## src/design/sesd_pkg.sv

```systemverilog
// ----------------------------------------------------------------------------
// Song event stream decoder package
// Shared types and constants for the song event stream decoder.
// ----------------------------------------------------------------------------
package sesd_pkg;

   localparam int BYTE_W     = 8;
   localparam int KIND_W     = 3;
   localparam int CHAN_W     = 3;
   localparam int NOTE_W     = 7;
   localparam int VEL_W      = 7;
   localparam int DUR_W      = 19;
   localparam int FINE_W     = 14;
   localparam int COARSE_W   = 7;
   localparam int DELAY_W    = 15;
   localparam int POS_W      = 16;
   localparam int RATE_W     = 16;
   localparam int MS_W       = 11;
   localparam int CSR_IDX_W  = 2;
   localparam int CSR_DATA_W = 16;

   localparam logic [RATE_W-1:0] RATE_RESET = 16'd11290;
   localparam logic [DELAY_W-1:0] DELAY_MAX = 15'h7fff;
   localparam logic [DUR_W-1:0]   DUR_MAX   = 19'h7ffff;

   // Result kinds.
   localparam logic [KIND_W-1:0] KIND_DELAY   = 3'd0;
   localparam logic [KIND_W-1:0] KIND_NOTE    = 3'd1;
   localparam logic [KIND_W-1:0] KIND_WHEEL   = 3'd2;
   localparam logic [KIND_W-1:0] KIND_END     = 3'd3;
   localparam logic [KIND_W-1:0] KIND_RESTART = 3'd4;
   localparam logic [KIND_W-1:0] KIND_ERROR   = 3'd5;

   // Configuration register indexes.
   localparam logic [CSR_IDX_W-1:0] CSR_FRAME_RATE    = 2'd0;
   localparam logic [CSR_IDX_W-1:0] CSR_REPEAT_ENABLE = 2'd1;
   localparam logic [CSR_IDX_W-1:0] CSR_LOOP_POSITION = 2'd2;

   typedef enum logic [1:0] {
      STG_LEAD,
      STG_NOTE_FIRST,
      STG_NOTE_SECOND,
      STG_SINGLE
   } stage_type;

   typedef struct packed {
      logic [BYTE_W-1:0] data_byte;
      logic              end_of_data;
      logic              skip;
   } item_type;

   typedef struct packed {
      stage_type         stage;
      logic              skipping;
      logic [BYTE_W-1:0] held_lead;
      logic [BYTE_W-1:0] held_first;
   } parse_type;

   typedef struct packed {
      logic [RATE_W-1:0] frame_rate;
      logic              repeat_enable;
      logic [POS_W-1:0]  loop_position;
   } cfg_type;

   typedef struct packed {
      logic [KIND_W-1:0]   kind;
      logic [CHAN_W-1:0]   channel;
      logic [NOTE_W-1:0]   note;
      logic [VEL_W-1:0]    velocity;
      logic [DUR_W-1:0]    duration_frames;
      logic [FINE_W-1:0]   wheel_fine;
      logic [COARSE_W-1:0] wheel_coarse;
      logic [DELAY_W-1:0]  delay_frames;
      logic [POS_W-1:0]    resume_at;
   } result_type;

endpackage

```

## src/design/sesd_if.sv

```systemverilog
// ----------------------------------------------------------------------------
// Song event stream decoder channels
// Valid/ready channels for the byte input and the decoded result output.
// ----------------------------------------------------------------------------
interface sesd_req_if;
   logic                          valid;
   logic                          ready;
   logic [sesd_pkg::BYTE_W-1:0]   data_byte;
   logic                          end_of_data;
   logic                          skip;

   modport source (output valid, output data_byte, output end_of_data, output skip,
                   input ready);
   modport sink   (input valid, input data_byte, input end_of_data, input skip,
                   output ready);
endinterface

interface sesd_rsp_if;
   logic                            valid;
   logic                            ready;
   logic [sesd_pkg::KIND_W-1:0]     kind;
   logic [sesd_pkg::CHAN_W-1:0]     channel;
   logic [sesd_pkg::NOTE_W-1:0]     note;
   logic [sesd_pkg::VEL_W-1:0]      velocity;
   logic [sesd_pkg::DUR_W-1:0]      duration_frames;
   logic [sesd_pkg::FINE_W-1:0]     wheel_fine;
   logic [sesd_pkg::COARSE_W-1:0]   wheel_coarse;
   logic [sesd_pkg::DELAY_W-1:0]    delay_frames;
   logic [sesd_pkg::POS_W-1:0]      resume_at;

   modport source (output valid, output kind, output channel, output note,
                   output velocity, output duration_frames, output wheel_fine,
                   output wheel_coarse, output delay_frames, output resume_at,
                   input ready);
   modport sink   (input valid, input kind, input channel, input note,
                   input velocity, input duration_frames, input wheel_fine,
                   input wheel_coarse, input delay_frames, input resume_at,
                   output ready);
endinterface

```

## src/design/sesd_decode.sv

```systemverilog
// ----------------------------------------------------------------------------
// Song event stream decoder: byte decode
// Combinational decode of one byte against the parser state, with the
// millisecond to frame conversion through one shared multiplier.
// ----------------------------------------------------------------------------
module sesd_decode #(
   parameter int RATE_FRAC_BITS = 8
) (
   input  sesd_pkg::item_type   item,
   input  sesd_pkg::parse_type  parse,
   input  sesd_pkg::cfg_type    cfg,
   output sesd_pkg::parse_type  parse_next,
   output logic                 emit,
   output sesd_pkg::result_type result
);

   localparam int SUM_W = sesd_pkg::MS_W + sesd_pkg::RATE_W + 1;
   localparam logic [SUM_W-1:0] HALF = SUM_W'(1) << (RATE_FRAC_BITS - 1);

   logic [sesd_pkg::BYTE_W-1:0] b;
   logic [sesd_pkg::BYTE_W-1:0] lead;
   logic [sesd_pkg::MS_W-1:0]   ms_op;
   logic [SUM_W-1:0]            prod_sum;
   logic [SUM_W-1:0]            frames_full;
   logic [sesd_pkg::DELAY_W-1:0] delay_sat;
   logic [sesd_pkg::DUR_W-1:0]   dur_sat;

   assign b    = item.data_byte;
   assign lead = parse.held_lead;

   // A delay lead carries milliseconds directly; a note's second byte
   // carries duration in units of 32 ms.
   assign ms_op = (parse.stage == sesd_pkg::STG_LEAD) ?
                  {4'b0, b[6:0]} : {b[5:0], 5'b0};

   assign prod_sum    = SUM_W'(ms_op) * SUM_W'(cfg.frame_rate) + HALF;
   assign frames_full = prod_sum >> RATE_FRAC_BITS;

   always_comb begin
      if (frames_full > SUM_W'(sesd_pkg::DELAY_MAX)) begin
         delay_sat = sesd_pkg::DELAY_MAX;
      end else if (frames_full == '0) begin
         delay_sat = sesd_pkg::DELAY_W'(1);
      end else begin
         delay_sat = frames_full[sesd_pkg::DELAY_W-1:0];
      end
      if (frames_full > SUM_W'(sesd_pkg::DUR_MAX)) begin
         dur_sat = sesd_pkg::DUR_MAX;
      end else begin
         dur_sat = frames_full[sesd_pkg::DUR_W-1:0];
      end
   end

   always_comb begin
      parse_next = parse;
      emit       = 1'b0;
      result     = '0;

      unique case (parse.stage)
         sesd_pkg::STG_LEAD: begin
            parse_next.stage    = sesd_pkg::STG_LEAD;
            parse_next.skipping = 1'b0;
            emit                = 1'b1;
            if (item.end_of_data || b == '0) begin
               if (cfg.repeat_enable) begin
                  result.kind         = sesd_pkg::KIND_RESTART;
                  result.delay_frames = sesd_pkg::DELAY_W'(1);
                  result.resume_at    = cfg.loop_position;
               end else begin
                  result.kind = sesd_pkg::KIND_END;
               end
            end else if (!b[7]) begin
               result.kind         = sesd_pkg::KIND_DELAY;
               result.delay_frames = delay_sat;
            end else if (b[7:4] == 4'h8) begin
               emit                 = 1'b0;
               parse_next.stage     = sesd_pkg::STG_NOTE_FIRST;
               parse_next.skipping  = item.skip;
               parse_next.held_lead = b;
            end else if (b[7:4] == 4'h9 || b[7:3] == 5'h14) begin
               emit                 = 1'b0;
               parse_next.stage     = sesd_pkg::STG_SINGLE;
               parse_next.skipping  = item.skip;
               parse_next.held_lead = b;
            end else begin
               result.kind = sesd_pkg::KIND_ERROR;
            end
         end

         sesd_pkg::STG_NOTE_FIRST: begin
            if (item.end_of_data) begin
               parse_next.stage    = sesd_pkg::STG_LEAD;
               parse_next.skipping = 1'b0;
               emit                = 1'b1;
               result.kind         = sesd_pkg::KIND_ERROR;
            end else begin
               parse_next.stage      = sesd_pkg::STG_NOTE_SECOND;
               parse_next.held_first = b;
            end
         end

         sesd_pkg::STG_NOTE_SECOND: begin
            parse_next.stage    = sesd_pkg::STG_LEAD;
            parse_next.skipping = 1'b0;
            if (item.end_of_data) begin
               emit        = 1'b1;
               result.kind = sesd_pkg::KIND_ERROR;
            end else if (!parse.skipping) begin
               emit                   = 1'b1;
               result.kind            = sesd_pkg::KIND_NOTE;
               result.channel         = parse.held_first[7:5];
               result.note            = {parse.held_first[4:0], b[7:6]};
               result.velocity        = {lead[3:0], lead[3:1]};
               result.duration_frames = dur_sat;
            end
         end

         sesd_pkg::STG_SINGLE: begin
            parse_next.stage    = sesd_pkg::STG_LEAD;
            parse_next.skipping = 1'b0;
            if (item.end_of_data) begin
               emit        = 1'b1;
               result.kind = sesd_pkg::KIND_ERROR;
            end else if (!parse.skipping) begin
               emit = 1'b1;
               if (lead[7:4] == 4'h9) begin
                  // Fire-and-forget: two velocity bits replicated three times below a zero top bit.
                  result.kind     = sesd_pkg::KIND_NOTE;
                  result.channel  = {lead[1:0], b[7]};
                  result.note     = b[6:0];
                  result.velocity = {1'b0, lead[3:2], lead[3:2], lead[3:2]};
               end else begin
                  result.kind         = sesd_pkg::KIND_WHEEL;
                  result.channel      = lead[2:0];
                  result.wheel_fine   = {b, 6'b0};
                  result.wheel_coarse = b[7:1];
               end
            end
         end
      endcase
   end

endmodule

```

## src/design/song_event_stream_decoder.sv

```systemverilog
// ----------------------------------------------------------------------------
// Song event stream decoder
// Decodes song body bytes into delay, note, wheel, end, restart and error
// results.
// ----------------------------------------------------------------------------
// One byte (or end-of-data marker) is taken per clock. A transfer on the
// request channel lands in an input register; from there the byte is
// decoded against the parser state and any result is written to the output
// register once that register is free or drains. The block sustains one
// byte per cycle while the result channel keeps up. The single 11x16
// multiplier that turns milliseconds into frames works in the decode
// cycle. Bytes that only open or extend an event, and bytes of
// skipped events, give no result. Configuration writes are taken at any time
// and must only be issued while the block is idle.
module song_event_stream_decoder #(
   parameter int RATE_FRAC_BITS = 8
) (
   input  logic                               clock,
   input  logic                               reset,
   sesd_req_if.sink                           req_ch,
   sesd_rsp_if.source                         rsp_ch,
   input  logic                               csr_we,
   input  logic [sesd_pkg::CSR_IDX_W-1:0]     csr_index,
   input  logic [sesd_pkg::CSR_DATA_W-1:0]    csr_wdata
);

   logic                 in_valid_ff;
   sesd_pkg::item_type   in_item_ff;
   sesd_pkg::parse_type  parse_ff;
   sesd_pkg::parse_type  parse_in;
   sesd_pkg::cfg_type    cfg_ff;
   logic                 out_valid_ff;
   sesd_pkg::result_type out_res_ff;

   logic                 advance;
   logic                 dec_emit;
   sesd_pkg::result_type dec_result;
   sesd_pkg::item_type   req_item;

   // The held item moves on when the output register is free or drains now.
   assign advance      = in_valid_ff && (!out_valid_ff || rsp_ch.ready);
   assign req_ch.ready = !in_valid_ff || advance;

   assign req_item.data_byte   = req_ch.data_byte;
   assign req_item.end_of_data = req_ch.end_of_data;
   assign req_item.skip        = req_ch.skip;

   sesd_decode #(
      .RATE_FRAC_BITS (RATE_FRAC_BITS)
   ) u_decode (
      .item       (in_item_ff),
      .parse      (parse_ff),
      .cfg        (cfg_ff),
      .parse_next (parse_in),
      .emit       (dec_emit),
      .result     (dec_result)
   );

   always_ff @(posedge clock) begin
      if (reset) begin
         in_valid_ff <= 1'b0;
      end else if (req_ch.ready) begin
         in_valid_ff <= req_ch.valid;
      end
      if (req_ch.valid && req_ch.ready) begin
         in_item_ff <= req_item;
      end
   end

   always_ff @(posedge clock) begin
      if (reset) begin
         parse_ff <= '0;
      end else if (advance) begin
         parse_ff <= parse_in;
      end
   end

   always_ff @(posedge clock) begin
      if (reset) begin
         out_valid_ff <= 1'b0;
      end else if (advance) begin
         out_valid_ff <= dec_emit;
      end else if (rsp_ch.ready) begin
         out_valid_ff <= 1'b0;
      end
      if (advance && dec_emit) begin
         out_res_ff <= dec_result;
      end
   end

   always_ff @(posedge clock) begin
      if (reset) begin
         cfg_ff.frame_rate    <= sesd_pkg::RATE_RESET;
         cfg_ff.repeat_enable <= 1'b0;
         cfg_ff.loop_position <= '0;
      end else if (csr_we) begin
         unique case (csr_index)
            sesd_pkg::CSR_FRAME_RATE:    cfg_ff.frame_rate    <= csr_wdata;
            sesd_pkg::CSR_REPEAT_ENABLE: cfg_ff.repeat_enable <= csr_wdata[0];
            sesd_pkg::CSR_LOOP_POSITION: cfg_ff.loop_position <= csr_wdata;
            default: ;
         endcase
      end
   end

   assign rsp_ch.valid           = out_valid_ff;
   assign rsp_ch.kind            = out_res_ff.kind;
   assign rsp_ch.channel         = out_res_ff.channel;
   assign rsp_ch.note            = out_res_ff.note;
   assign rsp_ch.velocity        = out_res_ff.velocity;
   assign rsp_ch.duration_frames = out_res_ff.duration_frames;
   assign rsp_ch.wheel_fine      = out_res_ff.wheel_fine;
   assign rsp_ch.wheel_coarse    = out_res_ff.wheel_coarse;
   assign rsp_ch.delay_frames    = out_res_ff.delay_frames;
   assign rsp_ch.resume_at       = out_res_ff.resume_at;

endmodule

```

## src/flat_wrapper.sv

```systemverilog
// flat-port wrapper written by rule: the top's interface ports become plain ports
module song_event_stream_decoder_flat 
#(
   parameter int RATE_FRAC_BITS = 8
)
  (clock, reset, csr_we, csr_index, csr_wdata, req_ch_valid, req_ch_data_byte, req_ch_end_of_data, req_ch_skip, req_ch_ready, rsp_ch_valid, rsp_ch_kind, rsp_ch_channel, rsp_ch_note, rsp_ch_velocity, rsp_ch_duration_frames, rsp_ch_wheel_fine, rsp_ch_wheel_coarse, rsp_ch_delay_frames, rsp_ch_resume_at, rsp_ch_ready);
  sesd_req_if req_ch_i ();
  sesd_rsp_if rsp_ch_i ();
  input  logic clock;
  input  logic reset;
  input  logic csr_we;
  input  logic [sesd_pkg::CSR_IDX_W-1:0] csr_index;
  input  logic [sesd_pkg::CSR_DATA_W-1:0] csr_wdata;
  input wire logic [$bits(req_ch_i.valid)-1:0] req_ch_valid;
  input wire logic [$bits(req_ch_i.data_byte)-1:0] req_ch_data_byte;
  input wire logic [$bits(req_ch_i.end_of_data)-1:0] req_ch_end_of_data;
  input wire logic [$bits(req_ch_i.skip)-1:0] req_ch_skip;
  output wire logic [$bits(req_ch_i.ready)-1:0] req_ch_ready;
  output wire logic [$bits(rsp_ch_i.valid)-1:0] rsp_ch_valid;
  output wire logic [$bits(rsp_ch_i.kind)-1:0] rsp_ch_kind;
  output wire logic [$bits(rsp_ch_i.channel)-1:0] rsp_ch_channel;
  output wire logic [$bits(rsp_ch_i.note)-1:0] rsp_ch_note;
  output wire logic [$bits(rsp_ch_i.velocity)-1:0] rsp_ch_velocity;
  output wire logic [$bits(rsp_ch_i.duration_frames)-1:0] rsp_ch_duration_frames;
  output wire logic [$bits(rsp_ch_i.wheel_fine)-1:0] rsp_ch_wheel_fine;
  output wire logic [$bits(rsp_ch_i.wheel_coarse)-1:0] rsp_ch_wheel_coarse;
  output wire logic [$bits(rsp_ch_i.delay_frames)-1:0] rsp_ch_delay_frames;
  output wire logic [$bits(rsp_ch_i.resume_at)-1:0] rsp_ch_resume_at;
  input wire logic [$bits(rsp_ch_i.ready)-1:0] rsp_ch_ready;
  assign req_ch_i.valid = req_ch_valid;
  assign req_ch_i.data_byte = req_ch_data_byte;
  assign req_ch_i.end_of_data = req_ch_end_of_data;
  assign req_ch_i.skip = req_ch_skip;
  assign req_ch_ready = req_ch_i.ready;
  assign rsp_ch_valid = rsp_ch_i.valid;
  assign rsp_ch_kind = rsp_ch_i.kind;
  assign rsp_ch_channel = rsp_ch_i.channel;
  assign rsp_ch_note = rsp_ch_i.note;
  assign rsp_ch_velocity = rsp_ch_i.velocity;
  assign rsp_ch_duration_frames = rsp_ch_i.duration_frames;
  assign rsp_ch_wheel_fine = rsp_ch_i.wheel_fine;
  assign rsp_ch_wheel_coarse = rsp_ch_i.wheel_coarse;
  assign rsp_ch_delay_frames = rsp_ch_i.delay_frames;
  assign rsp_ch_resume_at = rsp_ch_i.resume_at;
  assign rsp_ch_i.ready = rsp_ch_ready;
  song_event_stream_decoder #(.RATE_FRAC_BITS(RATE_FRAC_BITS)) u_core (.clock(clock), .reset(reset), .req_ch(req_ch_i), .rsp_ch(rsp_ch_i), .csr_we(csr_we), .csr_index(csr_index), .csr_wdata(csr_wdata));
endmodule
```

## config.mk

```make
export PLATFORM = sky130hd
export DESIGN_NAME = song_event_stream_decoder_flat
export DESIGN_NICKNAME = d
export VERILOG_FILES = /design/src/design/sesd_pkg.sv /design/src/design/sesd_if.sv /design/src/design/sesd_decode.sv /design/src/design/song_event_stream_decoder.sv /design/src/flat_wrapper.sv
export SDC_FILE = /design/constraint.sdc
export NUM_CORES = 1
export LEC_CHECK = 0
export ABC_AREA = 1
export BUFFER_PORTS_ARGS = -buffer_cell sky130_fd_sc_hd__buf_2
export CAP_MARGIN = 40
export CORE_ASPECT_RATIO = 2
export CORE_MARGIN = 8
export CORE_UTILIZATION = 30
export DETAILED_ROUTE_END_ITERATION = 6
export PLACE_DENSITY_LB_ADDON = 0.15
export SKIP_CTS_REPAIR_TIMING = 1
export SLEW_MARGIN = 25
export SYNTH_ARGS = -nofsm -noshare
export SYNTH_HDL_FRONTEND = slang
export SYNTH_HIERARCHICAL = 1
export SYNTH_SLANG_ARGS = --single-unit
```

## constraint.sdc

```tcl
create_clock -name clock -period 6.65 [get_ports clock]
set_input_delay 0.3325 -clock clock [delete_from_list [all_inputs] [get_ports clock]]
set_output_delay 0.3325 -clock clock [all_outputs]
set_load 0.05 [all_outputs]
```

======== After elaboration in Yosys (flattened, before gate mapping) ========
Index checks and enable logic that the tools add are counted.
storage, ports and cells
  bits in registers ....................... 155
  bits in latches ......................... 0
  bits in writable memories ............... 0
  memory bits (read-only) ................. 0
  bits of input ports ..................... 33
  output and inout bits ................... 93
  word-level logic and storage cells ...... 106
  memories ................................ 0
operators by class
  add/sub/neg operators ................... 1
  $mul .................................... 1
  div/mod/pow operators ................... 0
  magnitude comparators ................... 2
  equality and inequality tests ........... 10
  shift operators ......................... 0
  multiplexer cells ....................... 40
  bitwise gates (word level) .............. 4
  reduce and logical (&&, ||, !) cells .... 26
operator list
  operator                                                          number
  2-to-1 mux 15 bit                                                 4
  2-to-1 mux 11 bit                                                 5
  2-to-1 mux 37 bit                                                 1
  2-to-1 mux 36 bit                                                 1
  2-to-1 mux 17 bit                                                 2
  one-hot mux 17 bit (2 select lines)                               1
  adder 27 x 8 -> 28 bit (second input constant)                    1
  zero test 28 bit                                                  1
  multiplier 11 x 16 -> 27 bit                                      1
  2-to-1 mux 3 bit                                                  8
  greater-than comparator 20 x 15 -> 1 bit (second input constant)  1
  greater-than comparator 20 x 19 -> 1 bit (second input constant)  1
  2-to-1 mux 20 bit                                                 1
  2-to-1 mux 19 bit                                                 1
  2-to-1 mux 14 bit                                                 1
  equality test 4 bit (second input constant)                       3
  one-hot mux 3 bit (4 select lines)                                1
  2-to-1 mux 1 bit                                                  10
  one-hot mux 3 bit (3 select lines)                                1
  zero test 8 bit                                                   1
  AND reduction 2 bit                                               4
  equality test 2 bit (second input constant)                       3
  AND reduction 3 bit                                               2
  OR reduction 3 bit                                                2
  15 further kinds                                                  27

======== Depth between registers and ports, before layout ========
  depth after elaboration ................. 9
  gate-level depth with buffers ........... 32
  depth with buffers taken out ............ 31

======== Modules after synthesis ========
Netlist, hierarchy kept.
by module, submodules not included
  module                     instances  cells an instance  area each (µm²)
  sesd_decode                1          1,065              7,190.6
  song_event_stream_decoder  1          446                5,365.1

======== Worst setup path before layout ========
OpenSTA, ideal clock, no wires.
  kind .................................... register to register
  start ................................... register u_core/parse_ff[18] (netlist name)
  end ..................................... register u_core.out_res_ff (netlist bit u_core/rsp_ch.delay_frames[6]) (data pin)
  library setup time ...................... 0.275 ns
  arrival time ............................ 5.693 ns
  data required time ...................... 6.375 ns
  slack ................................... 0.683 ns
  cell stages (with the launch flop) ...... 26
  buffers on the path ..................... 2
  period minus slack after synthesis ...... 5.967 ns
  cell sequence ........................... dfxtp_1 nor2_1 clkinv_1 nor2_1 clkbuf_1 nand2_1 fa_1 fa_1 inv_1 fa_1 fa_1 inv_1 fa_1 inv_1 ha_1 a21oi_1 o21bai_1 a21oi_2 nand2_2 nand2_2 nand3_1 nand2_4 nand2_2 nor2_4 buf_6 a31oi_2
on the way
  word-level cells in the longest chain between the ends .. 9
RTL lines
  element                                                                         line                                  source
  from (decl)                                                                     song_event_stream_decoder.sv:29       sesd_pkg::parse_type parse_ff;
  from (signal assigned)                                                          song_event_stream_decoder.sv:74       parse_ff <= parse_in;
  zero test 2 bit (*)                                                             sesd_decode.sv:33, sesd_decode.sv:59
  parallel branches: the longest is 8 deep, another holds adder 27 x 8 -> 28 bit  --
  to (signal assigned)                                                            song_event_stream_decoder.sv:87       out_res_ff <= dec_result;
  to (decl)                                                                       song_event_stream_decoder.sv:33       sesd_pkg::result_type out_res_ff;
Mark *: on every way between the ends.
A chain may end at the register's enable or synchronous reset.

======== Worst setup path after layout ========
  start ................................... register u_core/parse_ff[18] (netlist name)
  end ..................................... register u_core.out_res_ff (netlist bit u_core/rsp_ch.delay_frames[0]) (data pin)
The elaborated chain is that of the path after synthesis.

==> results.yml <==
status:
  run_status: "completed"
clock_tree:
  clockBufferDepth: 2
  cts_made_buffers: 17
  tritoncts_num_sinks: 155
  clk_transition_reported_paths_ns: 0.07
  cts_max_level: 4
  cts-root-buf: "clkbuf_16"
  cts_tree: "yes"
  clock_insertion_delay_worst_skew_ns: 0.45
synthesis:
  synth_cell_area_mm2: 0.0126
  postSynthCellCount: 1511
  netlist.area_leader.share: 0.242
  post_synth.cell_area_avg_um2: 8.31
  synth_cell_types: 44
  synth_seq_cells: 155
  netlist.top_cell.by_area: "edfxtp_1"
  yosys_warnings: 6
  synth.yosys.seq_area_share: 0.328
  synth_top_cells_by_area: "edfxtp_1, fa_1, nand2_1"
sta:
  hold_violations: 0
  maxSlewHeadroom: 0.520
  worst_tran_pin_value_ns: 0.719
  slew_violations: 0
  finalSetupTns_ns: 0
  min_period_ns: 6.12
  setup_viol: 0
  hold_ws_ns: 0.0567
  fmaxAchievable_mhz: 163
  finalClockSkew_ns: 0.0136
  final.period_utilization: 0.921
  grt_setup_unrepaired: "no"
grt:
  largest_net_degree_at_the_start_of_global_routing: 72
  vias_in_the_first_global_route: 10041
  antenna_found_initial: 5
  global_route_wire_length_before_repair_um: 56300
  grt_use_total: 0.148
  global_route.overflow_total: 0
worst_setup_path:
  reg_to_reg_slack_setup_ns: 0.53
  critPathKind: "flop to flop"
  rr_startpoint: "u_core/parse_ff[18]"
  slowest_delay_ns: 0.54
  r2r_end: "u_core/rsp_ch.delay_frames[0]"
  most_used_cell_cp: "nand2_1"
  crit_path_max_delay_family: "adder cells"
  data_required_time_at_the_worst_endpoint_ns: 6.95
  worst_ep_arrival_time_ns: 6.42
  cp-start-kind: "flop"
  timing.reg2reg.worst_path_depth: 29
  crit_start: "u_core/parse_ff[18]"
  timing.critical_path.to: "u_core/rsp_ch.delay_frames[0]"
  crit_fanout: 10
  worstSetupEndpointType: "flop"
  timing.critical_path.buf_inv: 6
  crit_slowest_cell: "fa_1"
  worst-path-stages: 29
pwr:
  vdd_ir_drop_max_mv: 0.216
  powerDensity_mw_per_mm2: 313
  total_leakage_power_nw: 6.92
placed_design:
  final_estimated_routing_congestion_in_global_placement: 0.828
  dp_hpwl_um: 29000
  placed_instances: 2137
  place.port_buffers: 125
floorplanning:
  core_mm2: 0.0415
  floorplan.die_area_mm2: 0.0491
  io-pin-count: 126
  dieHeight_um: 305
  core.rowCount: 106
  die_w_um: 161
  start_util: 0.302
detailed_routing:
  via_count: 9945
  route.detailed.vias_per_inst: 4.57
  first_pass_iteration_count_of_the_detailed_router: 4
  detailedRoute.firstIterationViolations: 586
  finalWirelength_um: 36200
  wire_per_inst_um: 16.6
  antenna_left: 0
  detail_route.drc_violations: 0
cells_and_area:
  post-route-util: 0.347
  register_area_mm2: 0.00412
  layout.cells.most_common: "nand2_1"
  instances_no_fill: 2177
  filler_cell_count: 4387
  finalNetCount: 1855
  synthToLayoutAreaGrowth_pct: 14.7
  most_frequent_cells_in_the_layout: "nand2_1, inv_1, nor2_1, fa_1, buf_2"
  multi_input_comb_area_mm2: 0.00702
  final_layout_size_suffix_gt1_frac: 0.133
hold_path:
  worst_hold_path_type: "primary input to flop"
run:
  maxCapViolations: 0
[routing by layer]
| metal | GRT usage | vias to the layer above | routed length, µm | share of wire |
|---|---|---|---|---|
| met2 | 0.257 | 210 | 18300 | 0.51 |
| met1 | 0.176 | 4810 | 15200 | 0.42 |
| li1 | - | 4886 | - | - |
| met3 | 0.0296 | 37 | 1600 | 0.044 |
| met5 | 0 | - | 12 | 0.00033 |
| met4 | 0.0570 | 2 | 983 | 0.027 |
[synthesized netlist by cell type]
library cell,count
o21bai_1,2
buf_4,21
o221ai_1,2
inv_2,1
nor2_4,2
nand3_1,75
a21oi_1,71
nor2_2,3
buf_6,3
nand3b_1,4
o21ai_0,28
xnor2_1,1
inv_1,293
nor2_1,237
nand2_2,11
buf_2,13
o21ai_1,2
a31oi_1,8
nor3_1,3
clkbuf_2,1
a31oi_2,2
clkbuf_1,18
and2_1,4
nor4_1,6
nand4_1,7
a22oi_1,2
nand2_1,300
xor2_1,2
a21o_1,1
dfxtp_1,54
nand3_2,2
o32ai_1,2
nand2_4,1
buf_1,4
ha_1,76
edfxtp_1,101
a21oi_2,5
fa_1,126
o22ai_1,9
nor4_2,2
conb_1,1
clkinv_1,3
o211a_1,1
o31ai_1,1
[through the flow]
| step | setup WS, ns | total power, mW | instance area (µm²) |
|---|---|---|---|
| 3_3_place_gp | 0.355 | 3.53 | 13700 |
| 6_report | 0.528 | 4.51 | 14400 |
| 4_1_cts | 0.214 | 4.60 | 14300 |
| 5_1_grt | 0.0493 | 4.93 | 14400 |
| 2_1_floorplan | 0.683 | 2.90 | 12600 |
| 3_5_place_dp | 0.223 | 3.51 | 13700 |
[worst register-to-register path, delay by kind of cell, from the launching register on]
family          cells  cell delay, ns
flops               1            0.36
compound gates      2            0.29
fa+ha+maj           6            2.90
simple gates       15            1.78
buf+inv             6            0.65
[registers in the layout, indices dropped and copies added (netlist names), 10 cells and up]
| register | cells |
|---|---|
| u_core/cfg_ff | 33 |
| u_core/rsp_ch.resume_at | 16 |
| u_core/rsp_ch.delay_frames | 15 |
| u_core/parse_ff | 19 |
| u_core/rsp_ch.duration_frames | 19 |
| u_core/in_item_ff | 10 |
| u_core/rsp_ch.wheel_fine | 14 |
[final cells by class]
type / instances / share of cell area
multi-input cells: 1004 / 0.488
flip-flops and latches: 155 / 0.286
inverters: 297 / 0.0774
repair buffers: 145 / 0.0580
well taps: 540 / 0.0469
clock buffers: 20 / 0.0333
clock inverters: 12 / 0.00999
diodes: 4 / 0.000695
[power by group]
| part | total [mW] | switching (mW) | leakage, nW | internal (mW) |
|---|---|---|---|---|
| logic | 2.33 | 1.58 | 5.21 | 0.753 |
| registers | 1.13 | 0.0351 | 1.41 | 1.10 |
| clock network | 1.05 | 0.471 | 0.307 | 0.579 |
[cells by family after synthesis]
kind of cell,count (synthesis),synth area share
fa+ha+maj,202,0.277
flops,155,0.328
other cells,1,0.000299
buf+inv,357,0.116
simple gates,657,0.216
xor+xnor,3,0.00209
compound gates,136,0.0614
[worst min-delay path by stage]
| stage | start | endpoint | slack (ns) | depth (start not counted) |
|---|---|---|---|---|
| finish | req_ch_data_byte[4] | u_core/in_item_ff[6] | 0.06 | 1 |
| global route | req_ch_data_byte[4] | u_core/in_item_ff[6] | 0.05 | 1 |
| CTS | req_ch_data_byte[4] | u_core/in_item_ff[6] | 0.02 | 1 |
| detailed placement | u_core/parse_ff[15] | u_core/parse_ff[15] | 0.47 | 2 |
| global placement | u_core/parse_ff[1] | u_core/parse_ff[1] | 0.46 | 2 |
| floorplan | reset | u_core/in_valid_ff | 0.40 | 1 |
(Power assumes the default switching activity.)
